[config.mk]
export PLATFORM = sky130hd
export DESIGN_NAME = hrh_front
export DESIGN_NICKNAME = d
export VERILOG_FILES = /design/src/hdl/hrh_pkg.sv /design/src/hdl/hrh_front.sv
export SDC_FILE = /design/constraint.sdc
export NUM_CORES = 2
export LEC_CHECK = 0
export ABC_AREA = 1
export BUFFER_PORTS_ARGS = -buffer_cell sky130_fd_sc_hd__buf_4
export CAP_MARGIN = 20
export CORE_UTILIZATION = 55
export CTS_BUF_LIST = sky130_fd_sc_hd__clkbuf_4
export DETAILED_ROUTE_END_ITERATION = 10
export PLACE_DENSITY = 0.84
export SYNTH_ARGS = -nofsm -noshare
export SYNTH_HDL_FRONTEND = slang
export SYNTH_SLANG_ARGS = --single-unit
[constraint.sdc]
create_clock -name clk_i -period 6.6 [get_ports clk_i]
set_input_delay 0.66 -clock clk_i [delete_from_list [all_inputs] [get_ports clk_i]]
set_output_delay 0.66 -clock clk_i [all_outputs]
set_load 0.01 [all_outputs]
[src/hdl/hrh_pkg.sv]
// Shared types, constants and codes of the heading/roll hold servo mixer.
// No dependencies; the front, target, aileron and top-level files refer to this package.
package hrh_pkg;

  // Saturation limits of every servo pulse width.
  localparam logic [11:0] PULSE_MIN = 12'd1000;
  localparam logic [11:0] PULSE_MAX = 12'd2000;

  // 180/pi in Q16, used to turn Q3.13 radians into Q10.6 degrees.
  localparam logic signed [23:0] DEG_PER_RAD_Q16 = 24'sd3754937;

  // Half a turn and a full turn in Q10.6 degrees.
  localparam logic signed [17:0] DEG180_Q6 = 18'sd11520;
  localparam logic signed [17:0] DEG360_Q6 = 18'sd23040;

  // Flight mode codes; the fourth code behaves as manual.
  typedef enum logic [1:0] {
    MODE_MANUAL  = 2'd0,
    MODE_STAB    = 2'd1,
    MODE_HEADING = 2'd2
  } mode_e;

  // Configuration register indexes.
  typedef enum logic [2:0] {
    CFG_CTL_MODE     = 3'd0,
    CFG_HDG_SETPOINT = 3'd1,
    CFG_BANK_LIMIT   = 3'd2,
    CFG_KP_ROLL      = 3'd3,
    CFG_KD_ROLL      = 3'd4,
    CFG_AIL_GAIN     = 3'd5,
    CFG_KP_HEAD      = 3'd6,
    CFG_K_ROLL_COMP  = 3'd7
  } cfg_idx_e;

  typedef struct packed {
    logic [1:0]         ctl_mode;
    logic signed [15:0] hdg_setpoint;
    logic [14:0]        bank_limit;
    logic signed [15:0] kp_roll;
    logic signed [15:0] kd_roll;
    logic signed [15:0] ail_gain;
    logic signed [15:0] kp_head;
    logic signed [15:0] k_roll_comp;
  } cfg_t;

  typedef struct packed {
    logic [11:0] aileron;
    logic [11:0] elevator;
    logic [11:0] throttle;
    logic [11:0] rudder;
  } sticks_t;

  typedef struct packed {
    logic signed [15:0] roll_angle;
    logic signed [15:0] yaw_angle;
    logic signed [15:0] roll_rate;
    sticks_t            sticks;
  } in_item_t;

  // Front end result: wrapped heading error and degree-converted roll.
  typedef struct packed {
    logic signed [17:0] heading_err;
    logic signed [15:0] roll_deg;
    logic signed [31:0] rate_term;
    sticks_t            sticks;
  } front_t;

  // Roll target stage result.
  typedef struct packed {
    logic signed [15:0] target;
    logic signed [16:0] roll_err;
    logic signed [31:0] rate_term;
    sticks_t            sticks;
  } target_t;

  typedef struct packed {
    logic [11:0]        aileron_duty;
    logic [11:0]        elevator_duty;
    logic [11:0]        throttle_duty;
    logic [11:0]        rudder_duty;
    logic signed [15:0] roll_target_used;
  } out_item_t;

endpackage

[src/hdl/hrh_front.sv]
// Front end, two stages: degree conversion products, then wrapped heading error.
// Depends on hrh_pkg.
module hrh_front (
  input  logic            clk_i,
  input  logic            rst_ni,
  input  hrh_pkg::cfg_t   cfg_i,
  input  logic            in_valid_i,
  output logic            in_ready_o,
  input  hrh_pkg::in_item_t in_item_i,
  output logic            out_valid_o,
  input  logic            out_ready_i,
  output hrh_pkg::front_t out_item_o
);

  logic                a_valid_q, a_valid_d;
  logic signed [38:0]  a_yaw_p_q, a_yaw_p_d;
  logic signed [38:0]  a_roll_p_q, a_roll_p_d;
  logic signed [31:0]  a_comp_p_q, a_comp_p_d;
  logic signed [31:0]  a_rate_p_q, a_rate_p_d;
  hrh_pkg::sticks_t    a_sticks_q, a_sticks_d;
  logic                b_valid_q, b_valid_d;
  hrh_pkg::front_t     b_item_q, b_item_d;
  logic                adv_a, adv_b;
  logic signed [15:0]  yaw_deg;
  logic signed [16:0]  comp;
  logic signed [17:0]  h_raw;

  assign adv_b      = !b_valid_q || out_ready_i;
  assign adv_a      = !a_valid_q || adv_b;
  assign in_ready_o = adv_a;

  // Stage A: all four products of the sensor inputs.
  always_comb begin
    a_valid_d  = adv_a ? in_valid_i : a_valid_q;
    a_yaw_p_d  = a_yaw_p_q;
    a_roll_p_d = a_roll_p_q;
    a_comp_p_d = a_comp_p_q;
    a_rate_p_d = a_rate_p_q;
    a_sticks_d = a_sticks_q;
    if (adv_a && in_valid_i) begin
      a_yaw_p_d  = 39'(in_item_i.yaw_angle) * 39'(hrh_pkg::DEG_PER_RAD_Q16);
      a_roll_p_d = 39'(in_item_i.roll_angle) * 39'(hrh_pkg::DEG_PER_RAD_Q16);
      a_comp_p_d = 32'(in_item_i.roll_angle) * 32'(cfg_i.k_roll_comp);
      a_rate_p_d = 32'(in_item_i.roll_rate) * 32'(cfg_i.kd_roll);
      a_sticks_d = in_item_i.sticks;
    end
  end

  // Stage B: round to degrees, form the heading error and wrap it once.
  always_comb begin
    yaw_deg = 16'((a_yaw_p_q + 39'sd4194304) >>> 23);
    comp    = 17'((a_comp_p_q + 32'sd16384) >>> 15);
    h_raw   = 18'(cfg_i.hdg_setpoint) - 18'(yaw_deg) - 18'(comp);
    b_valid_d = adv_b ? a_valid_q : b_valid_q;
    b_item_d  = b_item_q;
    if (adv_b && a_valid_q) begin
      if (h_raw > hrh_pkg::DEG180_Q6) begin
        b_item_d.heading_err = h_raw - hrh_pkg::DEG360_Q6;
      end else if (h_raw < -hrh_pkg::DEG180_Q6) begin
        b_item_d.heading_err = h_raw + hrh_pkg::DEG360_Q6;
      end else begin
        b_item_d.heading_err = h_raw;
      end
      b_item_d.roll_deg  = 16'((a_roll_p_q + 39'sd4194304) >>> 23);
      b_item_d.rate_term = a_rate_p_q;
      b_item_d.sticks    = a_sticks_q;
    end
  end

  always_ff @(posedge clk_i or negedge rst_ni) begin
    if (!rst_ni) begin
      a_valid_q <= 1'b0;
      b_valid_q <= 1'b0;
    end else begin
      a_valid_q <= a_valid_d;
      b_valid_q <= b_valid_d;
    end
  end

  always_ff @(posedge clk_i) begin
    a_yaw_p_q  <= a_yaw_p_d;
    a_roll_p_q <= a_roll_p_d;
    a_comp_p_q <= a_comp_p_d;
    a_rate_p_q <= a_rate_p_d;
    a_sticks_q <= a_sticks_d;
    b_item_q   <= b_item_d;
  end

  assign out_valid_o = b_valid_q;
  assign out_item_o  = b_item_q;

endmodule

Word level (Yosys, flattened, before mapping)
Index checks and enable logic that the tools add are counted.
{ "classes": {"mux": 2, "n_reduce_logical": 6, "n_mul": 4, "n_addsub": 7, "order_cmp": 2} }
{ "ops": {"columns": ["operator", "count"], "rows": [
  ["adder 39 x 24 -> 39 bit (second input constant)", 2],
  ["multiplier 16 x 23 -> 39 bit (second input constant)", 2],
  ["multiplier 16 x 16 -> 32 bit", 2],
  ["two-way mux 18 bit", 2],
  ["adder 32 x 16 -> 32 bit (second input constant)", 1],
  ["adder 18 x 16 -> 18 bit (second input constant)", 1],
  ["> comparator 18 x 15 -> 1 bit (second input constant)", 1],
  ["less-than comparator 18 x 15 -> 1 bit (second input constant)", 1],
  ["subtractor 17 x 17 -> 18 bit", 1],
  ["subtractor 18 x 16 -> 18 bit (second input constant)", 1],
  ["subtractor 16 x 16 -> 17 bit", 1],
  ["logical AND 1 bit", 2],
  ["zero test 1 bit", 2],
  ["logical OR 1 bit", 2]
]} }
{ "word_totals": {"register_bits": 306, "input_bits": 213, "out_inout_bits": 116, "wordCells": 38} }

Logic depth before layout (Yosys ltp)
{ "depth": {"ltp_word": 6, "depth_mapped": 30, "depth_no_buf": 30} }

Worst setup path before layout
OpenSTA, ideal clock, no wires.
{ "synth_timing": {"path_kind": "input to register", "start": "input port out_ready_i", "end": "register b_item_q (netlist bit out_item_o[0]), enable pin", "setup_time_ps": 625, "path_stages": 2, "n_path_buf": 0, "required_ps": 5975, "arrival_ps": 6193, "setup_slack_ps": -217, "cell_sequence": "inv_1 a21oi_1"} }
{ "synth_via": {"elab_chain_cells": 2} }
{ "synth_rtl": {"columns": ["element", "line", "source"], "rows": [
  ["from (decl)", "hrh_front.sv:11", "input logic out_ready_i,"],
  ["logical OR 1 bit", "hrh_front.sv:28", "assign adv_b = !b_valid_q || out_ready_i;"],
  ["logical AND 1 bit", "hrh_front.sv:56", "if (adv_b && a_valid_q) begin"],
  ["to (signal assigned)", "hrh_front.sv:86", "b_item_q <= b_item_d;"],
  ["to (decl)", "hrh_front.sv:22", "hrh_pkg::front_t b_item_q, b_item_d;"]
]} }
No other way between the ends.
A chain may end at the register's enable or synchronous reset.

Worst setup path after layout
{ "layout_timing": {"start": "input port cfg_i[49] (netlist name)", "end": "register a_rate_p_q[29] (data pin)"} }
{ "layout_via": {"elab_chain_cells": 1} }
{ "layout_rtl": {"columns": ["element", "line", "source"], "rows": [
  ["from (decl)", "hrh_front.sv:6", "input hrh_pkg::cfg_t cfg_i,"],
  ["multiplier 16 x 16 -> 32 bit", "hrh_front.sv:44", "a_rate_p_d = 32'(in_item_i.roll_rate) * 32'(cfg_i.kd_roll);"],
  ["to (signal assigned)", "hrh_front.sv:84", "a_rate_p_q <= a_rate_p_d;"],
  ["to (decl)", "hrh_front.sv:19", "logic signed [31:0] a_rate_p_q, a_rate_p_d;"]
]} }
No other way between the ends.

==> impl_metrics.yaml <==
worst_setup_path:
  critPathMaxFanout: 16
  cp.arrival_ns: 6.22
  cpPeakStageDelay_ns: 0.59
  cp-end-kind: "register"
  path_common_cell: "fa_1"
  r2r-end: "out_item_o[112]$_DFFE_PP_"
  worstSetupPathType: "input port to register"
  crit_buf_inv: 4
  crit_family: "adder cells"
  r2r_slack_ns: 1.53
  crit_chain: "buf_4 > nand2_1 > inv_1 > fa_1 > inv_1 > fa_1 > fa_1 > fa_1 > fa_1 > fa_1 > inv_1 > ha_1 > a21oi_1 > o21ai_0 > a21oi_1 > o211ai_1 > a21o_1 > a21oi_1 > xnor2_1"
  regToRegStartpoint: "a_yaw_p_q[22]$_DFFE_PP_"
  cp.required_ns: 7.08
  start_kind: "input port"
  crit_slowest_cell: "fa_1"
  r2r_cells: 26
clock_tree:
  ctsResizeCount: 0
  clock_sinks: 248
  cts_tree: "built"
  path_clk_slew_ns: 0.07
  cts_buffers: 67
  clk_path_buf_depth: 3
  insertion_delay_ns: 0.78
  cts_root_buf: "clkbuf_4"
  ctsHtreeMaxLevel: 3
sta:
  fin_crit_sh_pct: 87.0
  relSlewSlack_pct: 38.4
  rsz0062_at_grt: "no"
  fin_skew_ns: 0.0618
  maxSlewViolCount: 0
  max_freq_mhz: 174
  final-setup-viol-count: 0
  min_period_ns: 5.74
  worst_pin_slew_ns: 0.923
  setup-tns-final_ns: 0
  hold_violations: 0
yosys:
  syn_area_sq_mm: 0.0435
  yosys-top-cells-area: "fa_1, edfxtp_1, ha_1"
  yosysWarnings: 0
  netlist_instances: 4785
  ys.flop_type: "edfxtp_1"
  ys_types: 55
  synth-edff-count: 246
  yosys-top-cells-count: "inv_1, nand2_1, fa_1, ha_1, edfxtp_1"
  ys_async_sr_fraction_pct: 0.806
  seq_area_frac_synth_pct: 17.1
  avgSynthCellArea_sq_um: 9.09
  ys_seq_elements: 248
  syn-num-nets: 6283
  yosysTopAreaCellShare_pct: 36.3
  yosysMostFrequentCell: "inv_1"
  yosysTopAreaCell: "fa_1"
hold_path:
  min_to: "a_sticks_q[23]$_DFFE_PP_"
  hold_path.startpoint: "in_item_i[23]"
  hp-class: "input port to register"
  worstHoldPathCells: 1
route:
  totalWireLength_um: 103000
  viasPerCell: 5.19
  vias: 31800
  drt_pass1_iterations: 6
  drc: 0
  wire_per_inst_um: 16.8
  ant_nets: 0
  drt-initial-drc-count: 2014
global_routing:
  grt_pass1_vias: 34200
  grt_max_degree: 78
  grt_usage_pct: 26.6
  antenna_found_initial: 4
  grt_overflow: 0
  grt_pass1_wl_um: 170000
outcome:
  status: "finished, final reports clean"
placed_design:
  numPortBuffers: 263
  placed_cell_area_sq_mm: 0.0465
  place_congestion: 0.929
  dp_hpwl_um: 86800
run:
  drv_cap: 0
floorplanning:
  initial_core_util_pct: 55.9
  die_area_sq_mm: 0.0802
  die_h_um: 283
  core_area_sq_mm: 0.0778
  ioPinCount: 329
  die_w_um: 283
  rows: 102
cells_and_area:
  nNetsFinal: 6531
  finalInstanceArea_sq_mm: 0.0474
  area_delta_synth_final_pct: 9.01
  drive_above_1_share_pct: 8.83
==> cells by family after synthesis <==
logic type,Yosys count,synth area share (%)
compound gates,311,4.07
xor+xnor,158,3.18
fa+ha+maj,1285,50.6
buf+inv,1575,13.7
flops,248,17.1
simple gates,1208,11.5
==> per-stage QoR <==
stage	setup slack, ns	hold slack (ns)	std cells	utilization [%]
after floorplan	0.300	0.364	4785	-
after global placement	0.238	0.400	5993	59.7
after detailed placement	0.196	0.405	5993	59.7
after CTS	1.04	0.00253	6125	60.9
after global routing	0.604	0.0258	6127	60.9
final	0.861	0.0845	6127	60.9
==> worst max path at each step <==
stage                  startpoint                  endpoint  slack [ns]  depth (start not counted)
floorplan           in_item_i[95]  a_comp_p_q[30]$_DFFE_PP_        0.30                         18
global placement    in_item_i[95]  a_comp_p_q[29]$_DFFE_PP_        0.24                         20
detailed placement  in_item_i[95]  a_comp_p_q[29]$_DFFE_PP_        0.20                         20
CTS                 in_item_i[95]  a_comp_p_q[29]$_DFFE_PP_        1.04                         20
global route        in_item_i[95]  a_comp_p_q[29]$_DFFE_PP_        0.60                         20
finish                  cfg_i[49]  a_rate_p_q[29]$_DFFE_PP_        0.86                         19
==> placed cells by master, fill, tap and decap left out, types with 4 or more instances in the layout <==
cell              n
nand3_2           4
or2_2             8
nand4_1          32
clkinv_1         21
nor2_2            8
nand2_1         863
ha_1            497
o2111ai_1         4
o211ai_1          8
clkbuf_4         89
a21oi_1         154
nor3_1           21
xor2_1          104
o21ai_1           7
o21bai_1          9
o21ai_0          75
buf_4           286
dlygate4sd3_1    11
nand2_2          15
nor4_1            9
nand3_1          79
a21o_1           15
nor2_1          148
o21a_1            9
a31oi_1           9
inv_2            10
clkinv_2          7
fa_1            788
a221oi_1          4
xnor2_1          54
inv_1          1447
edfxtp_1        246
==> worst register-to-register path, stage by stage (launching register included) <==
cell and delay, ns:
edfxtp_1 0.35, ha_1 0.18, nand3_1 0.14, nor4_1 0.34, nand2_1 0.16, nor3_2 0.19
inv_1 0.08, nor3b_1 0.31, nand2_1 0.12, xnor2_1 0.17, fa_1 0.49, inv_1 0.04
ha_1 0.34, a21oi_1 0.26, nand2_1 0.08, a21oi_1 0.17, nand3_1 0.10, nand2_1 0.30
inv_1 0.17, nor2_2 0.13, nand2_1 0.06, nand2_2 0.17, inv_1 0.16, nand2_1 0.10
nand2_1 0.05, nand2_1 0.05, nand2_1 0.10
==> layer usage <==
layer  global-route usage (%)  routed length, um  share of wire [%]
met4                     11.2               4530                4.4
met1                     32.9              39700                 39
met2                     45.7              50700                 49
met5                        0                 18              0.017
met3                     4.90               7910                7.7
==> sequential cells by signal (all words and copies together) (netlist names) <==
signal / count
a_valid_q: 1
out_item_o: 114
a_sticks_q: 48
a_comp_p_q: 18
out_valid_o: 1
a_yaw_p_q: 17
a_rate_p_q: 32
a_roll_p_q: 17
==> area by class of cell <==
class / instances / area (sq um)
multi-input combinational: 2962 / 30100
clock buffer: 89 / 668
clock inverter: 32 / 136
timing repair buffer: 297 / 2260
tap: 1040 / 1300
sequential: 248 / 7440
inverter: 1457 / 5480
fill: 6194 / 30400
antenna: 2 / 5.00
==> timing repair <==
item | in CTS | in global routing
hold buffers | 11 | 0
hold endpoints to repair | 12 | 0
buffers inserted | 0 | 0
setup endpoints to repair | 0 | 0
Power is not shown: default switching activity piles up to over one toggle a cycle in this logic, so the estimate is an artifact.
