===== config.mk =====
export PLATFORM = sky130hd
export DESIGN_NAME = hrh_aileron
export DESIGN_NICKNAME = d
export VERILOG_FILES = /design/src/hdl/hrh_pkg.sv /design/src/hdl/hrh_aileron.sv
export SDC_FILE = /design/constraint.sdc
export NUM_CORES = 2
export LEC_CHECK = 0
export BUFFER_PORTS_ARGS = -buffer_cell sky130_fd_sc_hd__buf_2
export CORE_UTILIZATION = 42
export DETAILED_ROUTE_END_ITERATION = 10
export GPL_ROUTABILITY_DRIVEN = 0
export HOLD_SLACK_MARGIN = 0.12
export PLACE_DENSITY = 0.7
export REMOVE_ABC_BUFFERS = 1
export SLEW_MARGIN = 20
export SYNTH_ARGS = -nofsm -noshare
export SYNTH_HDL_FRONTEND = slang
export SYNTH_SLANG_ARGS = --single-unit
export TNS_END_PERCENT = 5

===== constraint.sdc =====
create_clock -name clk_i -period 9.4 [get_ports clk_i]
set_input_delay 1.88 -clock clk_i [delete_from_list [all_inputs] [get_ports clk_i]]
set_output_delay 1.88 -clock clk_i [all_outputs]
set_load 0.01 [all_outputs]

===== src/hdl/hrh_pkg.sv =====
// Shared types, constants and codes of the heading/roll hold servo mixer.
// No dependencies; the front, target, aileron and top-level files refer to this package.
package hrh_pkg;

  // Saturation limits of every servo pulse width.
  localparam logic [11:0] PULSE_MIN = 12'd1000;
  localparam logic [11:0] PULSE_MAX = 12'd2000;

  // 180/pi in Q16, used to turn Q3.13 radians into Q10.6 degrees.
  localparam logic signed [23:0] DEG_PER_RAD_Q16 = 24'sd3754937;

  // Half a turn and a full turn in Q10.6 degrees.
  localparam logic signed [17:0] DEG180_Q6 = 18'sd11520;
  localparam logic signed [17:0] DEG360_Q6 = 18'sd23040;

  // Flight mode codes; the fourth code behaves as manual.
  typedef enum logic [1:0] {
    MODE_MANUAL  = 2'd0,
    MODE_STAB    = 2'd1,
    MODE_HEADING = 2'd2
  } mode_e;

  // Configuration register indexes.
  typedef enum logic [2:0] {
    CFG_CTL_MODE     = 3'd0,
    CFG_HDG_SETPOINT = 3'd1,
    CFG_BANK_LIMIT   = 3'd2,
    CFG_KP_ROLL      = 3'd3,
    CFG_KD_ROLL      = 3'd4,
    CFG_AIL_GAIN     = 3'd5,
    CFG_KP_HEAD      = 3'd6,
    CFG_K_ROLL_COMP  = 3'd7
  } cfg_idx_e;

  typedef struct packed {
    logic [1:0]         ctl_mode;
    logic signed [15:0] hdg_setpoint;
    logic [14:0]        bank_limit;
    logic signed [15:0] kp_roll;
    logic signed [15:0] kd_roll;
    logic signed [15:0] ail_gain;
    logic signed [15:0] kp_head;
    logic signed [15:0] k_roll_comp;
  } cfg_t;

  typedef struct packed {
    logic [11:0] aileron;
    logic [11:0] elevator;
    logic [11:0] throttle;
    logic [11:0] rudder;
  } sticks_t;

  typedef struct packed {
    logic signed [15:0] roll_angle;
    logic signed [15:0] yaw_angle;
    logic signed [15:0] roll_rate;
    sticks_t            sticks;
  } in_item_t;

  // Front end result: wrapped heading error and degree-converted roll.
  typedef struct packed {
    logic signed [17:0] heading_err;
    logic signed [15:0] roll_deg;
    logic signed [31:0] rate_term;
    sticks_t            sticks;
  } front_t;

  // Roll target stage result.
  typedef struct packed {
    logic signed [15:0] target;
    logic signed [16:0] roll_err;
    logic signed [31:0] rate_term;
    sticks_t            sticks;
  } target_t;

  typedef struct packed {
    logic [11:0]        aileron_duty;
    logic [11:0]        elevator_duty;
    logic [11:0]        throttle_duty;
    logic [11:0]        rudder_duty;
    logic signed [15:0] roll_target_used;
  } out_item_t;

endpackage


===== src/hdl/hrh_aileron.sv =====
// Aileron PD correction and output saturation, three stages ending in the output register.
// Depends on hrh_pkg.
module hrh_aileron (
  input  logic               clk_i,
  input  logic               rst_ni,
  input  hrh_pkg::cfg_t      cfg_i,
  input  logic               in_valid_i,
  output logic               in_ready_o,
  input  hrh_pkg::target_t   in_item_i,
  output logic               out_valid_o,
  input  logic               out_ready_i,
  output hrh_pkg::out_item_t out_item_o
);

  logic                 e_valid_q, e_valid_d;
  logic signed [38:0]   e_sum_q, e_sum_d;
  logic signed [15:0]   e_target_q, e_target_d;
  hrh_pkg::sticks_t     e_sticks_q, e_sticks_d;
  logic                 f_valid_q, f_valid_d;
  logic signed [54:0]   f_scaled_q, f_scaled_d;
  logic signed [15:0]   f_target_q, f_target_d;
  hrh_pkg::sticks_t     f_sticks_q, f_sticks_d;
  logic                 g_valid_q, g_valid_d;
  hrh_pkg::out_item_t   g_item_q, g_item_d;
  logic                 adv_e, adv_f, adv_g;
  logic signed [32:0]   pd_term;
  logic signed [32:0]   corr;
  logic signed [33:0]   ail_wide;
  logic                 ctrl_on;

  function automatic logic [11:0] sat_pulse(input logic signed [33:0] v);
    logic [11:0] r;
    if (v > 34'($signed({1'b0, hrh_pkg::PULSE_MAX}))) begin
      r = hrh_pkg::PULSE_MAX;
    end else if (v < 34'($signed({1'b0, hrh_pkg::PULSE_MIN}))) begin
      r = hrh_pkg::PULSE_MIN;
    end else begin
      r = v[11:0];
    end
    return r;
  endfunction

  assign adv_g      = !g_valid_q || out_ready_i;
  assign adv_f      = !f_valid_q || adv_g;
  assign adv_e      = !e_valid_q || adv_f;
  assign in_ready_o = adv_e;

  // Stage E: proportional product plus the rate term scaled by 64.
  always_comb begin
    pd_term    = 33'(cfg_i.kp_roll) * 33'(in_item_i.roll_err);
    e_valid_d  = adv_e ? in_valid_i : e_valid_q;
    e_sum_d    = e_sum_q;
    e_target_d = e_target_q;
    e_sticks_d = e_sticks_q;
    if (adv_e && in_valid_i) begin
      e_sum_d    = 39'(pd_term) + (39'(in_item_i.rate_term) <<< 6);
      e_target_d = in_item_i.target;
      e_sticks_d = in_item_i.sticks;
    end
  end

  // Stage F: overall correction scale.
  always_comb begin
    f_valid_d  = adv_f ? e_valid_q : f_valid_q;
    f_scaled_d = f_scaled_q;
    f_target_d = f_target_q;
    f_sticks_d = f_sticks_q;
    if (adv_f && e_valid_q) begin
      f_scaled_d = 55'(e_sum_q) * 55'(cfg_i.ail_gain);
      f_target_d = e_target_q;
      f_sticks_d = e_sticks_q;
    end
  end

  // Stage G: round the correction, add to the stick trim, saturate all four.
  always_comb begin
    ctrl_on  = (cfg_i.ctl_mode == hrh_pkg::MODE_STAB) ||
               (cfg_i.ctl_mode == hrh_pkg::MODE_HEADING);
    corr     = 33'((f_scaled_q + 55'sd2097152) >>> 22);
    ail_wide = 34'($signed({1'b0, f_sticks_q.aileron}));
    if (ctrl_on) begin
      ail_wide = ail_wide + 34'(corr);
    end
    g_valid_d = adv_g ? f_valid_q : g_valid_q;
    g_item_d  = g_item_q;
    if (adv_g && f_valid_q) begin
      g_item_d.aileron_duty     = sat_pulse(ail_wide);
      g_item_d.elevator_duty    = sat_pulse(34'($signed({1'b0, f_sticks_q.elevator})));
      g_item_d.throttle_duty    = sat_pulse(34'($signed({1'b0, f_sticks_q.throttle})));
      g_item_d.rudder_duty      = sat_pulse(34'($signed({1'b0, f_sticks_q.rudder})));
      g_item_d.roll_target_used = f_target_q;
    end
  end

  always_ff @(posedge clk_i or negedge rst_ni) begin
    if (!rst_ni) begin
      e_valid_q <= 1'b0;
      f_valid_q <= 1'b0;
      g_valid_q <= 1'b0;
    end else begin
      e_valid_q <= e_valid_d;
      f_valid_q <= f_valid_d;
      g_valid_q <= g_valid_d;
    end
  end

  always_ff @(posedge clk_i) begin
    e_sum_q    <= e_sum_d;
    e_target_q <= e_target_d;
    e_sticks_q <= e_sticks_d;
    f_scaled_q <= f_scaled_d;
    f_target_q <= f_target_d;
    f_sticks_q <= f_sticks_d;
    g_item_q   <= g_item_d;
  end

  assign out_valid_o = g_valid_q;
  assign out_item_o  = g_item_q;

endmodule


Yosys cells after proc, flatten, opt, wreduce, memory -nomap -nowiden
Index checks and enable logic that the tools add are counted.
{"block": "totals", "register_bits": 289, "wordCells": 58}
{"block": "classes", "add_sub_neg": 3, "mul": 2, "n_lt_le_gt_ge": 8, "n_eq_ne": 2, "n_mux": 5, "reduce_logical": 14}
{"op": "$add 55x23->55 const B", "n": 1}
{"op": "$mul 39x16->55", "n": 1}
{"op": "$mux 11", "n": 4}
{"op": "$add 33x38->39", "n": 1}
{"op": "$gt 12x11->1 const B", "n": 3}
{"op": "$lt 12x10->1 const B", "n": 3}
{"op": "$add 13x33->34", "n": 1}
{"op": "$gt 34x12->1 const B", "n": 1}
{"op": "$lt 34x11->1 const B", "n": 1}
{"op": "$mux 34", "n": 1}
{"op": "$mul 16x17->33", "n": 1}
{"op": "$reduce_or 2->1", "n": 4}
{"op": "$logic_or 1x1->1", "n": 4}
{"op": "$logic_and 1x1->1", "n": 3}
{"op": "$logic_not 1->1", "n": 3}
{"op": "$eq 2x1->1 const B", "n": 1}
{"op": "$eq 2x2->1 const B", "n": 1}

Longest topological paths before layout
{"block": "logic_depth", "word_depth": 5, "ltp_mapped": 27, "depth_no_buf": 25}

Worst setup path after synthesis
OpenSTA, ideal clock, no wires.
{"block": "synth_timing", "path_kind": "in2reg", "start": "input cfg_i[33] in the netlist's numbering", "end": "register f_scaled_q[48], data pin", "setup_ns": 0.258, "arrival_time_ns": 8.127, "setup_slack_ns": 1.014, "path_stages": 26, "path_buffers": 2, "cell_sequence": "clkbuf_1 clkbuf_1 nand2_1 fa_1 inv_1 fa_1 inv_1 fa_1 inv_1 fa_1 fa_1 inv_1 fa_1 inv_1 ha_1 nand4_1 a21oi_1 a221oi_1 o2bb2ai_1 o21ba_2 nand2_1 a31oi_1 o21ai_0 or2_2 a31oi_1 xnor2_1"}
{"block": "synth_between", "elab_chain_cells": 1}
{"element": "from (decl)", "line_no": "hrh_aileron.sv:6", "rtl": "input hrh_pkg::cfg_t cfg_i,"}
{"element": "$mul 39x16->55", "line_no": "hrh_aileron.sv:69", "rtl": "f_scaled_d = 55'(e_sum_q) * 55'(cfg_i.ail_gain);"}
{"element": "to (signal assigned)", "line_no": "hrh_aileron.sv:111", "rtl": "f_scaled_q <= f_scaled_d;"}
{"element": "to (decl)", "line_no": "hrh_aileron.sv:20", "rtl": "logic signed [54:0] f_scaled_q, f_scaled_d;"}
No other way between the ends.
A chain may end at the register's enable or synchronous reset.

Final worst setup path
{"block": "layout_timing", "start": "input cfg_i[35] in the netlist's numbering", "end": "register f_scaled_q[44], data pin"}
The elaborated chain is that of the path after synthesis.

==> flow_metrics.py <==
metrics = {
    "timing": {
        "rsz0062_at_grt": "false",
        "worstMarginPinSlew_ns": 0.903,
        "slew_headroom": 0.398,
        "setup_tns_ns": 0,
        "setup_viol": 0,
        "fin_crit_sh": 0.897,
        "finalHoldViolations": 0,
        "period_minus_slack_ns": 8.43,
        "final-max-slew-violation-count": 0,
        "skew_ns": 0.0242,
        "max_freq_mhz": 119,
    },
    "global_route": {
        "grt_max_degree": 59,
        "grt_pass1_vias": 32100,
        "overflow": 0,
        "grt_pass1_wl_um": 165000,
        "antenna_found_initial": 4,
        "track_usage": 0.197,
    },
    "yosys": {
        "netlist-cell-type-count": 76,
        "netlist_area_sq_um": 43500,
        "ys.warnings.count": 0,
        "yosysSeqAreaShare": 0.185,
        "syn_inst": 4387,
        "avgSynthCellArea_sq_um": 9.91,
        "synth_edf_count": 265,
        "ys_seq_elements": 268,
        "async_flop_share": 0.0112,
        "synthFlopType": "edfxtp_1",
    },
    "setup_path": {
        "cp-end-kind": "register",
        "arrival_ns": 8.79,
        "crit_type": "input pin to register",
        "critPathLaunch": "cfg_i[35]",
        "crit_fanout": 25,
        "rrSetupSlack_ns": 1.81,
        "reg2reg_to": "f_scaled_q[48]",
        "critPathCapture": "f_scaled_q[44]",
        "cp-start-kind": "input pin",
        "required_ns": 9.76,
        "rr_worst_depth": 22,
        "worstReg2RegStart": "e_sum_q[13]",
    },
    "min_path": {
        "min_path_cells": 0,
        "hold_class": "register to register",
    },
    "clock_network": {
        "cts_tree": "yes",
        "numCtsBuffers": 29,
        "ctsRootBufferMaster": "clkbuf_16",
        "cts.reportedPaths.clkPinSlew_ns": 0.07,
        "cts.sinks": 268,
        "post_cts_buffers": 0,
        "insertion_delay_ns": 0.61,
        "cts_max_level": 1,
        "clock_tree.buffer_depth": 3,
        "cts_resized": 0,
        "hold_buffers": 0,
    },
    "die": {
        "ios": 296,
        "coreArea_sq_um": 102000,
        "fp.dieW_um": 324,
        "num_rows": 117,
        "dieArea_sq_um": 105000,
        "initial_utilization": 0.425,
        "chipHeight_um": 324,
    },
    "routing": {
        "drc": 0,
        "final_antenna_net_count": 0,
        "drtPass1Iterations": 5,
        "routed_wirelength_um": 99100,
        "drt_iter0_markers": 1646,
        "wl_per_cell_um": 16.8,
        "dr_total_vias": 29200,
        "vias_per_cell": 4.94,
    },
    "final_layout": {
        "area_delta_synth_final_pct": 8.19,
        "drive_above_1_share": 0.0781,
        "fill_cells": 9581,
        "stdcell_count": 5912,
        "finalNetCount": 5913,
    },
    "run_status": {
        "outcome": "finished clean",
    },
    "placement": {
        "place_hpwl_um": 79200,
        "dp.cells": 5857,
        "portBuffers": 216,
    },
    "flow_run": {
        "drv_cap": 0,
    },
}
[per-layer routing]
layer | GRT usage | share of wire
met1 | 0.257 | 0.42
met2 | 0.336 | 0.48
met3 | 0.0371 | 0.077
met4 | 0.0526 | 0.025
met5 | 0 | 0.00013
[worst max-delay path, stage by stage]
cell	delay, ns
buf_2	0.51
buf_4	0.39
nand2_1	0.10
fa_1	0.51
inv_1	0.06
fa_1	0.56
inv_1	0.07
fa_1	0.50
inv_1	0.05
fa_1	0.49
fa_1	0.49
inv_1	0.05
fa_1	0.54
inv_1	0.06
ha_1	0.36
and4_1	0.23
nand3_1	0.15
nor2b_1	0.15
o2bb2ai_1	0.12
o21ba_2	0.20
nand2_1	0.10
a31oi_1	0.15
buf_4	0.19
o21ai_0	0.44
a21o_1	0.21
a21oi_1	0.08
xnor2_1	0.13
[synthesized netlist by cell type, types with 11 or more instances]
cell	count	area share
a211oi_1	17	0.0029
a21o_1	46	0.0079
a21oi_1	84	0.0097
a31oi_1	11	0.0016
and2_1	302	0.043
and3_1	13	0.0019
clkbuf_1	150	0.013
edfxtp_1	265	0.18
fa_1	915	0.42
ha_1	248	0.071
inv_1	1110	0.096
nand2_1	628	0.054
nand2b_1	31	0.0045
nand3_1	36	0.0041
nand4_1	25	0.0036
nor2_1	106	0.0092
nor2b_1	27	0.0039
nor3_1	27	0.0031
o21a_1	14	0.0024
o21ai_0	43	0.0050
o21bai_1	11	0.0019
or2_2	16	0.0023
xnor2_1	77	0.016
xor2_1	37	0.0075
[placed cells by master (no fill, tap or decap), drive strengths merged, types with 27 or more instances in the layout]
cell,count
nor3,31
nand4,27
edfxtp,265
nand3,37
clkbuf,30
ha,248
xor2,37
a21o,46
nor2,106
inv,1113
and2,303
nand2b,31
nor2b,27
a21oi,85
o21ai,48
buf,257
fa,915
nand2,628
xnor2,77
[through the flow]
step / util / area [sq um] / hold slack (ns) / setup slack, ns
after global routing: 0.460 / 47000 / 0.418 / 0.616
final: 0.460 / 47000 / 0.414 / 0.969
after floorplan: - / 42900 / 0.400 / 0.913
after CTS: 0.460 / 47000 / 0.414 / 0.967
after global placement: 0.450 / 46000 / 0.400 / 0.470
after detailed placement: 0.450 / 46000 / 0.405 / 0.322
[flip-flops by register name, summed over array words and instances, names as in the netlist]
register / count
out_item_o: 64
e_sum_q: 39
f_valid_q: 1
e_sticks_q: 48
f_sticks_q: 48
e_valid_q: 1
e_target_q: 16
out_valid_o: 1
f_scaled_q: 34
f_target_q: 16
[final cells by class]
class                   instances  area, sq um  area share
multi-input cells            2854        30700       0.652
flip-flops and latches        268         8030       0.171
inverters                    1110         4170      0.0886
well taps                    1368         1710      0.0364
repair buffers                257         1410      0.0301
clock buffers                  30          729      0.0155
clock inverters                24          289     0.00614
diodes                          1         2.50   0.0000532
[worst min-delay path by stage]
stage	start	endpoint	slack, ns
6_report	e_sticks_q[13]	f_sticks_q[13]	0.41
5_1_grt	e_sticks_q[26]	f_sticks_q[26]	0.42
4_1_cts	e_sticks_q[13]	f_sticks_q[13]	0.41
3_5_place_dp	e_sticks_q[19]	f_sticks_q[19]	0.40
3_3_place_gp	e_sticks_q[2]	f_sticks_q[2]	0.40
2_1_floorplan	e_sticks_q[0]	f_sticks_q[0]	0.40
[kinds of logic after synthesis]
family / after synthesis / synth area share
fa+ha+maj: 1163 / 0.493
compound gates: 299 / 0.0460
simple gates: 1264 / 0.141
mux: 10 / 0.00247
buf+inv: 1268 / 0.110
xor+xnor: 114 / 0.0230
other cells: 1 / 0.0000863
flops: 268 / 0.185
Power is not shown: default switching activity piles up to over one toggle a cycle in this logic, so the estimate is an artifact.
