`config.mk`:
```
export PLATFORM = sky130hd
export DESIGN_NAME = hrh_target
export DESIGN_NICKNAME = d
export VERILOG_FILES = /design/src/hdl/hrh_pkg.sv /design/src/hdl/hrh_target.sv
export SDC_FILE = /design/constraint.sdc
export NUM_CORES = 1
export LEC_CHECK = 0
export ABC_AREA = 1
export ABC_CLOCK_PERIOD_IN_PS = 6100
export BUFFER_PORTS_ARGS = -buffer_cell sky130_fd_sc_hd__clkbuf_2
export CAP_MARGIN = 5
export CELL_PAD_IN_SITES_DETAIL_PLACEMENT = 0
export CELL_PAD_IN_SITES_GLOBAL_PLACEMENT = 1
export CORE_ASPECT_RATIO = 0.75
export CORE_MARGIN = 2
export CORE_UTILIZATION = 41
export DETAILED_ROUTE_END_ITERATION = 6
export GPL_ROUTABILITY_DRIVEN = 1
export GPL_TIMING_DRIVEN = 0
export PLACE_DENSITY_LB_ADDON = 0.1
export SYNTH_ARGS = -nofsm -noshare
export SYNTH_HDL_FRONTEND = slang
export SYNTH_SLANG_ARGS = --single-unit
```
`constraint.sdc`:
```
create_clock -name clk_i -period 6.1 [get_ports clk_i]
set_input_delay 0.61 -clock clk_i [delete_from_list [all_inputs] [get_ports clk_i]]
set_output_delay 0.61 -clock clk_i [all_outputs]
set_load 0.1 [all_outputs]
```
`src/hdl/hrh_pkg.sv`:
```
// Shared types, constants and codes of the heading/roll hold servo mixer.
// No dependencies; the front, target, aileron and top-level files refer to this package.
package hrh_pkg;

  // Saturation limits of every servo pulse width.
  localparam logic [11:0] PULSE_MIN = 12'd1000;
  localparam logic [11:0] PULSE_MAX = 12'd2000;

  // 180/pi in Q16, used to turn Q3.13 radians into Q10.6 degrees.
  localparam logic signed [23:0] DEG_PER_RAD_Q16 = 24'sd3754937;

  // Half a turn and a full turn in Q10.6 degrees.
  localparam logic signed [17:0] DEG180_Q6 = 18'sd11520;
  localparam logic signed [17:0] DEG360_Q6 = 18'sd23040;

  // Flight mode codes; the fourth code behaves as manual.
  typedef enum logic [1:0] {
    MODE_MANUAL  = 2'd0,
    MODE_STAB    = 2'd1,
    MODE_HEADING = 2'd2
  } mode_e;

  // Configuration register indexes.
  typedef enum logic [2:0] {
    CFG_CTL_MODE     = 3'd0,
    CFG_HDG_SETPOINT = 3'd1,
    CFG_BANK_LIMIT   = 3'd2,
    CFG_KP_ROLL      = 3'd3,
    CFG_KD_ROLL      = 3'd4,
    CFG_AIL_GAIN     = 3'd5,
    CFG_KP_HEAD      = 3'd6,
    CFG_K_ROLL_COMP  = 3'd7
  } cfg_idx_e;

  typedef struct packed {
    logic [1:0]         ctl_mode;
    logic signed [15:0] hdg_setpoint;
    logic [14:0]        bank_limit;
    logic signed [15:0] kp_roll;
    logic signed [15:0] kd_roll;
    logic signed [15:0] ail_gain;
    logic signed [15:0] kp_head;
    logic signed [15:0] k_roll_comp;
  } cfg_t;

  typedef struct packed {
    logic [11:0] aileron;
    logic [11:0] elevator;
    logic [11:0] throttle;
    logic [11:0] rudder;
  } sticks_t;

  typedef struct packed {
    logic signed [15:0] roll_angle;
    logic signed [15:0] yaw_angle;
    logic signed [15:0] roll_rate;
    sticks_t            sticks;
  } in_item_t;

  // Front end result: wrapped heading error and degree-converted roll.
  typedef struct packed {
    logic signed [17:0] heading_err;
    logic signed [15:0] roll_deg;
    logic signed [31:0] rate_term;
    sticks_t            sticks;
  } front_t;

  // Roll target stage result.
  typedef struct packed {
    logic signed [15:0] target;
    logic signed [16:0] roll_err;
    logic signed [31:0] rate_term;
    sticks_t            sticks;
  } target_t;

  typedef struct packed {
    logic [11:0]        aileron_duty;
    logic [11:0]        elevator_duty;
    logic [11:0]        throttle_duty;
    logic [11:0]        rudder_duty;
    logic signed [15:0] roll_target_used;
  } out_item_t;

endpackage

```
`src/hdl/hrh_target.sv`:
```
// Roll target, two stages: heading gain product, then rounding, clamp and roll error.
// Depends on hrh_pkg.
module hrh_target (
  input  logic             clk_i,
  input  logic             rst_ni,
  input  hrh_pkg::cfg_t    cfg_i,
  input  logic             in_valid_i,
  output logic             in_ready_o,
  input  hrh_pkg::front_t  in_item_i,
  output logic             out_valid_o,
  input  logic             out_ready_i,
  output hrh_pkg::target_t out_item_o
);

  logic                c_valid_q, c_valid_d;
  logic signed [33:0]  c_prod_q, c_prod_d;
  logic signed [15:0]  c_roll_deg_q, c_roll_deg_d;
  logic signed [31:0]  c_rate_q, c_rate_d;
  hrh_pkg::sticks_t    c_sticks_q, c_sticks_d;
  logic                d_valid_q, d_valid_d;
  hrh_pkg::target_t    d_item_q, d_item_d;
  logic                adv_c, adv_d;
  logic signed [25:0]  t_full;
  logic signed [25:0]  t_lim;
  logic signed [15:0]  t_clamped;

  assign adv_d      = !d_valid_q || out_ready_i;
  assign adv_c      = !c_valid_q || adv_d;
  assign in_ready_o = adv_c;

  always_comb begin
    c_valid_d    = adv_c ? in_valid_i : c_valid_q;
    c_prod_d     = c_prod_q;
    c_roll_deg_d = c_roll_deg_q;
    c_rate_d     = c_rate_q;
    c_sticks_d   = c_sticks_q;
    if (adv_c && in_valid_i) begin
      c_prod_d     = 34'(cfg_i.kp_head) * 34'(in_item_i.heading_err);
      c_roll_deg_d = in_item_i.roll_deg;
      c_rate_d     = in_item_i.rate_term;
      c_sticks_d   = in_item_i.sticks;
    end
  end

  // Only heading hold has a nonzero target; zero always lies inside the clamp.
  always_comb begin
    t_lim = 26'($signed({1'b0, cfg_i.bank_limit}));
    if (cfg_i.ctl_mode == hrh_pkg::MODE_HEADING) begin
      t_full = 26'((c_prod_q + 34'sd128) >>> 8);
    end else begin
      t_full = '0;
    end
    if (t_full > t_lim) begin
      t_clamped = 16'(t_lim);
    end else if (t_full < -t_lim) begin
      t_clamped = 16'(-t_lim);
    end else begin
      t_clamped = 16'(t_full);
    end
    d_valid_d = adv_d ? c_valid_q : d_valid_q;
    d_item_d  = d_item_q;
    if (adv_d && c_valid_q) begin
      d_item_d.target    = t_clamped;
      d_item_d.roll_err  = 17'(c_roll_deg_q) - 17'(t_clamped);
      d_item_d.rate_term = c_rate_q;
      d_item_d.sticks    = c_sticks_q;
    end
  end

  always_ff @(posedge clk_i or negedge rst_ni) begin
    if (!rst_ni) begin
      c_valid_q <= 1'b0;
      d_valid_q <= 1'b0;
    end else begin
      c_valid_q <= c_valid_d;
      d_valid_q <= d_valid_d;
    end
  end

  always_ff @(posedge clk_i) begin
    c_prod_q     <= c_prod_d;
    c_roll_deg_q <= c_roll_deg_d;
    c_rate_q     <= c_rate_d;
    c_sticks_q   <= c_sticks_d;
    d_item_q     <= d_item_d;
  end

  assign out_valid_o = d_valid_q;
  assign out_item_o  = d_item_q;

endmodule

```
# After elaboration in Yosys (flattened, before gate mapping)

Index checks and enable logic that the tools add are counted.

Add/subtract/negate cells: 3
Reduce and logical (&&, ||, !) cells: 6
Order comparisons: 2
Equality and inequality tests: 1
Mux-type cells: 3
Multiply operators: 1

Operators by type and width:

| operator                | number |
|---|---|
| $add A34 B9 Y34 const B | 1 |
| $mul A16 B18 Y34        | 1 |
| $mux W16                | 2 |
| $gt A26 B16 Y1          | 1 |
| $lt A26 B26 Y1          | 1 |
| $mux W26                | 1 |
| $neg A15 Y26            | 1 |
| $sub A16 B16 Y17        | 1 |
| $eq A2 B2 Y1 const B    | 1 |
| $logic_and A1 B1 Y1     | 2 |
| $logic_not A1 Y1        | 2 |
| $logic_or A1 B1 Y1      | 2 |

Logic and storage cells: 32
Bits in registers: 245

# Longest topological paths before layout

Gate-level depths: netlist (run 1).

Depth in word-level cells: 6
Mapped depth: 40

# Worst setup path after synthesis (run 1)

OpenSTA, ideal clock, no wires.

Kind: register -> register
Start: reg d_valid_q, in the netlist out_valid_o
End: reg d_item_q (netlist bit out_item_o[0]) (enable)
Slack: -0.913 ns
Data arrival time: 6.392 ns
Setup time: 0.621 ns
Cell stages (with the launch flop): 2
Cell sequence: dfrtp_1 a21oi_1

Word-level cells in the longest chain between the ends: 3

Ends and longest elaborated chain:

| what                     | RTL line         | RTL |
|---|---|---|
| start: declaration       | hrh_target.sv:20 | `logic d_valid_q, d_valid_d;` |
| start signal: assignment | hrh_target.sv:76 | `d_valid_q <= d_valid_d;` |
| $logic_not A1 Y1         | hrh_target.sv:27 | `assign adv_d = !d_valid_q \|\| out_ready_i;` |
| $logic_or A1 B1 Y1       | hrh_target.sv:27 |  |
| $logic_and A1 B1 Y1      | hrh_target.sv:62 | `if (adv_d && c_valid_q) begin` |
| end signal: assignment   | hrh_target.sv:85 | `d_item_q <= d_item_d;` |
| end: declaration         | hrh_target.sv:21 | `hrh_pkg::target_t d_item_q, d_item_d;` |

No other way between the ends.
A chain may end at the register's enable or synchronous reset.

# Worst setup path in the final report (run 1)

Start: in in_item_i[110] (netlist bit)
End: reg c_prod_q[32] (data pin)

Word-level cells in the longest chain between the ends: 1

Ends and longest elaborated chain:

| what                   | RTL line         | RTL |
|---|---|---|
| start: declaration     | hrh_target.sv:9  | `input hrh_pkg::front_t in_item_i,` |
| $mul A16 B18 Y34       | hrh_target.sv:38 | `c_prod_d = 34'(cfg_i.kp_head) * 34'(in_item_i.heading_err);` |
| end signal: assignment | hrh_target.sv:81 | `c_prod_q <= c_prod_d;` |
| end: declaration       | hrh_target.sv:16 | `logic signed [33:0] c_prod_q, c_prod_d;` |

No other way between the ends.

==> results of run 1 <==
==> cell usage after synthesis (all sizes together) <==
cell type,number
inv,608
nand2,489
fa,290
edfxtp,236
ha,134
nor2,96
nand3,70
a21oi,64
clkbuf,64
o21ai,56
xor2,46
nand4,17
nor3,16
xnor2,15
nor4,8
buf,7
o211ai,6
or2,6
a31oi,5
a21o,4
a221oi,3
o21bai,3
o221ai,3
dfrtp,2
o2111ai,2
o21a,2
a211oi,1
a21boi,1
clkinv,1
nand3b,1
nor3b,1
==> worst reg2reg max path: cells and delay by family (launching register included) <==
kind	cells	cell delay [ps]
buffers and inverters	3	470
xor gates and xnor gates	1	170
AOI/OAI and AO/OA	10	1640
and+or+nand+nor	19	2090
adders and majority gates	2	640
DFF	1	410
==> stage by stage <==
stage	hold WS (ps)	instances	area [sq um]
after detailed placement	398	3200	24200
final	262	3255	25500
after global placement	398	3195	24100
after floorplan	314	2257	22000
after CTS	232	3241	25000
after global routing	233	3255	25500
==> per-layer routing <==
layer / wire length [microns] / vias to the layer above / part of all wire [%]
li1: - / 7421 / -
met1: 25800 / 7713 / 47
met2: 25700 / 326 / 46
met3: 3520 / 39 / 6.3
met4: 512 / 0 / 0.92
met5: 0 / - / 0
==> area by class of cell <==
class                           count  area [sq um]
Buffer                             69           707
Clock buffer                       24           537
Clock inverter                     14           108
Fill cell                        4977         26400
Inverter                          609          2300
Multi-Input combinational cell   1339         12400
Sequential cell                   238          7140
Tap cell                          703           880
Timing Repair Buffer              259          1450
==> registers in the layout (all words and copies together) (netlist names) <==
signal / cells
out_item_o: 113
c_prod_q: 27
c_roll_deg_q: 16
c_valid_q: 1
out_valid_o: 1
c_rate_q: 32
c_sticks_q: 48
==> worst min path at each step <==
stage	end	depth (start not counted)	slack, ps
after floorplan	c_valid_q	0	310
after global placement	c_valid_q	1	400
after detailed placement	c_valid_q	1	400
after CTS	c_roll_deg_q[0]	1	230
after global routing	c_rate_q[4]	1	230
final	c_sticks_q[30]	1	260
==> what timing repair did <==
action                     CTS  global route
hold endpoints to repair     2             0
buffers inserted             2            16
gates cloned                 0             0
pin swaps                    3            35
gates resized for setup     37           158
setup endpoints to repair   16            22
hold buffers                 1             0
==> placed cells by master, fill, tap and decap left out, drive strengths merged, types with 3 or more instances in the layout <==
cell,netlist,routed
nand3,70,70
nor4,8,8
nand2,489,489
a31oi,5,5
a21oi,64,64
xor2,46,46
o221ai,3,3
xnor2,15,15
buf,7,70
edfxtp,236,236
o211ai,6,6
a21o,4,4
nor3,16,16
or2,6,6
clkinv,1,10
a221oi,3,3
o21ai,56,56
fa,290,290
ha,134,134
nor2,96,96
inv,608,611
nand4,17,17
clkbuf,64,281
o21bai,3,3
==> cell families (layout without fill, tap and decap cells) <==
kind of cell               count (synthesis)  after routing  share of synthesized area [%]
xor gates and xnor gates                  61             61                           2.46
buffers and inverters                    680            975                           11.9
adders and majority gates                424            424                           34.5
DFF                                      238            238                           32.9
and+or+nand+nor                          704            704                           14.4
AOI/OAI and AO/OA                        150            150                           3.86
==> summary.md, run 1 <==
| Metric | Value |
|---|---|
| Vias per cell | `4.76` |
| Fraction of the core area covered by cells at the end of the flow | `between 40% and 50%` |
| Worst clock skew on the final layout | `roughly 17 ps` |
| Startpoint of the most critical setup path | `in_item_i[110]` |
| Per-instance average area after synthesis | `between 9 and 10 sq um` |
| # clock sinks | `238` |
| Clock H-tree levels | `1` |
| Net count of the mapped netlist | `roughly 2,900` |
| Highest fanout seen on the critical path | `10` |
| Gp weighted congestion | `approximately 0.86` |
| Placed wire-length estimate | `46,800 microns` |
| Final min period | `a little under 6000 ps` |
| Required time at the worst-slack endpoint | `between 6000 and 7000 ps` |
| Worst EP arrival | `about 6000 ps` |
| Most congested layer reported by global routing | `met2` |
| Hold wc startpoint | `in_item_i[30]` |
| Endpoint of the most critical setup path | `c_prod_q[32]` |
| Global router's overall resource usage | `between 20% and 30%` |
| Height of the chip | `a little over 200 microns` |
| Max Slew Vio Count | `0` |
| Core area | `slightly above 0.05 sq mm` |
| Levels on crit path | `24` |
| Latest clock arrival within the worst-skew pair | `approximately 520 ps` |
| Final-layout setup total negative slack | `0 ps` |
| Synthesized area | `between 0.02 and 0.025 sq mm` |
| Buffer type at the clock tree root | `clkbuf_16` |
| Worst path max stage delay | `550 ps` |
| Number of buffers inserted during clock tree synthesis | `21` |
| Result of the run | `finished, final reports clean` |
| Maximum number of pins on one net before global-route repair | `69` |
| Startpoint kind of the worst setup timing path | `input pin` |
| Worst flop-to-flop path startpoint | `c_prod_q[15]` |
| Type of the worst setup path | `in2reg` |
| Area growth from synthesis to layout | `17.7%` |
| Cell repeated most along the worst path | `fa_1` |
| Cell count after synthesis | `around 2,300` |
| Grt met3 use | `4.40%` |
| Distinct cell type count after synthesis | `between 40 and 50` |
| Count of cells along the worst register-to-register path | `35` |
| Number of antenna violations at the first check in global routing | `0` |
| Worst path slowest cell | `fa_1` |
| Measured slew at the worst slew-check pin | `between 600 and 700 ps` |
| Top cell type's share of synthesized area | `32.7%` |
| Clock tree buffer depth | `3` |
| DR iter-0 viols | `between 1,000 and 1,500` |
| Port buffer count | `approximately 240` |
| Global routing usage on met1 | `approximately 30%` |
| Die footprint | `between 0.05 and 0.06 sq mm` |
| Cell row count | `between 70 and 80` |
| CTS tree | `built` |
| Diode count | `0` |
| Met2 routing resource usage after global routing | `between 30% and 40%` |
| Setup repair after global routing missed its margin | `true` |
| Worst Setup End Kind | `flip-flop` |
| Buffers and inverters on the worst path | `5` |
| Final nets | `between 3,000 and 4,000` |
| Final clock period utilization by the worst path | `just under 100%` |
| R2R Path End | `out_item_o[93]` |
| Area leader, netlist | `edfxtp_1` |
| Type of the tightest min-delay check | `in2reg` |
| Clock-pin transition on the worst setup and hold timing paths | `70 ps` |
| Wire length of the first global-routing pass | `about 90,000 microns` |
| Layout cell share with drive strength beyond 1 | `between 10% and 20%` |
| Antenna-violating nets left | `0` |
| Synth top area cells | `edfxtp_1 (33%), fa_1 (27%), inv_1 (10%)` |
| Reg-to-reg slack, setup | `approximately 450 ps` |
| Worst slack at placement | `-991 ps` |
| GRT overflow | `0` |
| Starting density of the core | `41.8%` |
| Drt total wl | `around 56,000 microns` |
| Top cell family by delay on the critical path | `adder cells` |
| Number of iterations in the first detailed-routing pass | `6` |
| Synthesis Warnings | `0` |
| Number of vias after detailed routing | `15,500` |
| Register bit count reported by yosys | `approximately 240` |
| Die W | `~270 microns` |
| Seq/Total Area, Yosys | `between 30 and 40%` |
| Number of global-route vias before repair | `~16,000` |
| Highest attainable clock frequency | `0.169 GHz` |
| Wire length per cell after detailed routing | `17.1 microns` |
| Setup Viol. Count Final | `0` |
| Max Cap Viol | `0` |
| Number of remaining DRC errors | `0` |
| Series of cell instances along the critical path | `clkbuf_2 -> clkbuf_4 -> nand2_1 -> fa_1 -> fa_1 -> fa_1 -> inv_1 -> fa_1 -> fa_1 -> inv_1 -> fa_1 -> inv_1 -> ha_4 -> a21oi_1 -> o21ai_0 -> a21oi_2 -> nand3_4 -> nand3_2 -> nand2_4 -> a31oi_4 -> o21ai_2 -> nand4_1 -> o211ai_1 -> xor2_1` |
| Relative max-transition margin | `around three fifths` |
| Final Worst Setup Slack | `between 150 and 200 ps` |
| Ports placed on the boundary | `346` |
| Number of hold violations in the final report | `0` |
Power of run 1 is left out: the tool's default activity adds up to more than one toggle a clock period on the data nets, which glitch-free logic cannot reach.
==> run 2, diff against run 1 <==
--- a/config.mk
+++ b/config.mk
@@ -13,7 +13,7 @@
 export CELL_PAD_IN_SITES_GLOBAL_PLACEMENT = 1
 export CORE_ASPECT_RATIO = 0.75
 export CORE_MARGIN = 2
-export CORE_UTILIZATION = 41
+export CORE_UTILIZATION = 25
 export DETAILED_ROUTE_END_ITERATION = 6
 export GPL_ROUTABILITY_DRIVEN = 1
 export GPL_TIMING_DRIVEN = 0
==> run 2 against run 1 <==
  * Register-to-register slack about the same
  * Critical path depth decreased by 1
  * Critical path type unchanged
  * Flip-flop and latch count unchanged
  * Wire length increased by 13%
  * Fmax decreased by 0.80%
  * Largest cell class unchanged
==> summary.md, run 2 (same netlist as run 1, synthesis figures left out) <==
| Metric | Value |
|---|---|
| Placed wire-length estimate | `53,400 microns (+14%)` |
| Max FFs per register | `113 (unchanged)` |
| Relative max-transition margin | `45.2% (-14 points)` |
| Number of hold violations in the final report | `0 (unchanged)` |
| Clock-pin transition on the worst setup and hold timing paths | `70 ps (about the same)` |
| Commonest cells after routing, fill and taps aside | `inv_1 (593), nand2_1 (454), fa_1 (285)` |
| Port buffer count | `235 (unchanged)` |
| Starting density of the core | `25.3% (-17 points)` |
| Gp weighted congestion | `0.829 (-3.7%)` |
| Area growth from synthesis to layout | `20.9%` |
| Clock H-tree levels | `1 (unchanged)` |
| Core area | `0.0859 sq mm (+65%)` |
| Filler instances | `9,141 (+84%)` |
| Final nets | `3,197 (+0.16%)` |
| Buffer type at the clock tree root | `clkbuf_16` |
| Final Cell Area | `0.0262 sq mm (+2.7%)` |
| Ports placed on the boundary | `346 (unchanged)` |
| Antenna-violating nets left | `0 (unchanged)` |
| Final min period | `5960 ps (+47.7 ps)` |
| Die W | `344 microns (+28%)` |
| Number of buffers inserted during clock tree synthesis | `23 (+9.5%)` |
| Number of antenna violations at the first check in global routing | `6 (+6)` |
| Height of the chip | `259 microns (+28%)` |
| Clock tree buffer depth | `3 (unchanged)` |
| Latest clock arrival within the worst-skew pair | `560 ps (+40 ps)` |
| Wire length per cell after detailed routing | `17.0 microns (-0.36%)` |
| Result of the run | `finished, final reports clean` |
| CTS tree | `built` |
| Fraction of the core area covered by cells at the end of the flow | `30.5% (-19 points)` |
| Highest attainable clock frequency | `0.168 GHz (-0.80%)` |
| Type of the tightest min-delay check | `in2reg` |
| Die footprint | `0.0892 sq mm (+63%)` |
| Number of global-route vias before repair | `16,700 (+2.8%)` |
| Vias per cell | `4.19 (-12%)` |
| DR iter-0 viols | `780 (-23%)` |
| Global router's overall resource usage | `14.5% (-6.6 points)` |
| Max Slew Vio Count | `0 (unchanged)` |
| Worst EP arrival | `6250 ps (+70 ps)` |
| Type of the worst setup path | `in2reg` |
| Drt total wl | `62,900 microns (+13%)` |
| Most frequent standard cell in the layout excluding fill and tap cells | `inv_1` |
| Worst Setup End Kind | `flip-flop` |
| Setup Viol. Count Final | `0 (unchanged)` |
| Max Cap Viol | `0 (unchanged)` |
| Cell row count | `93 (+29%)` |
| # clock sinks | `238 (unchanged)` |
| Wire length of the first global-routing pass | `98,600 microns (+10%)` |
| Standard cell area after detailed placement | `0.0248 sq mm (+2.3%)` |
| Final clock period utilization by the worst path | `97.7% (+0.78 points)` |
| Highest fanout seen on the critical path | `6 (-4)` |
| Measured slew at the worst slew-check pin | `820 ps (+208 ps)` |
| Number of remaining DRC errors | `0 (unchanged)` |
| Maximum number of pins on one net before global-route repair | `76 (+10%)` |
| Number of iterations in the first detailed-routing pass | `5 (-1)` |
| Startpoint kind of the worst setup timing path | `input pin` |
| GRT overflow | `0 (unchanged)` |
| Number of vias after detailed routing | `15,500 (-0.026%)` |
| Required time at the worst-slack endpoint | `6390 ps (+30 ps)` |
| Worst clock skew on the final layout | `21.4 ps (+4.03 ps)` |
| Layout cell share with drive strength beyond 1 | `19.8% (+0.27 points)` |
## run 2: path summary, 6_finish.rpt
check                         startpoint             end  depth (start not counted)  slack [ps]
setup / recovery           in_item_i[96]    c_prod_q[32]                         23         140
hold / removal             in_item_i[77]    c_rate_q[29]                          1         230
setup reg to reg            c_prod_q[15]  out_item_o[93]                         35         450
hold reg to reg              c_rate_q[5]  out_item_o[53]                          0         410
max in group asynchronous         rst_ni       c_valid_q                          2        5600
min in group asynchronous         rst_ni     out_valid_o                          2         400
## run 2: layer usage
metal  track usage (%)  part of all wire (%)  vias up
met3              1.72                   3.7       50
met1              20.4                    46     7776
met5                 0                 0.011        -
met2              24.3                    49      246
met4              2.08                   1.4        2
li1                  -                     -     7421
## run 2: stage by stage
stage          std cells  setup slack [ps]  TNS (ps)  hold slack, ps
6_report            3701               138         0             229
5_1_grt             3701             -63.5     -72.9             198
4_1_cts             3681              3.97         0             189
3_5_place_dp        3637             -1220    -24840             400
3_3_place_gp        3632             -1240    -45650             396
2_1_floorplan       2257              3.26         0             314
## run 2: layout make-up
type                    instances  area, sq um  area share [%]
multi-input cells            1339        12400            47.3
well taps                    1140         1430            5.44
diodes                          3         7.51          0.0286
flip-flops and latches        238         7140            27.2
plain buffers                  70          771            2.94
inverters                     609         2300            8.77
repair buffers                261         1470            5.59
clock inverters                12          110           0.420
clock buffers                  29          598            2.28
## run 2: repair_timing
item	CTS	global route
setup buffers	2	18
hold buffers	1	0
setup endpoints to repair	22	20
gates resized for setup	41	181
hold endpoints to repair	2	0
cloned	0	0
pin swaps	3	38
## run 2: worst max-delay path: stages
cell and delay [ps]:
buf_2 190, or2_2 330, fa_1 490, fa_1 550, inv_1 50, fa_1 590
fa_1 450, fa_1 550, inv_1 50, fa_1 520, inv_1 60, ha_4 260
a21oi_2 170, o21ai_0 170, a21oi_2 230, nand3_4 110, nand3_2 90, nand2_4 60
a31oi_4 240, o21ai_2 100, nand4_1 80, o211ai_1 110, xor2_1 160
Power of run 2 is left out for the same reason.
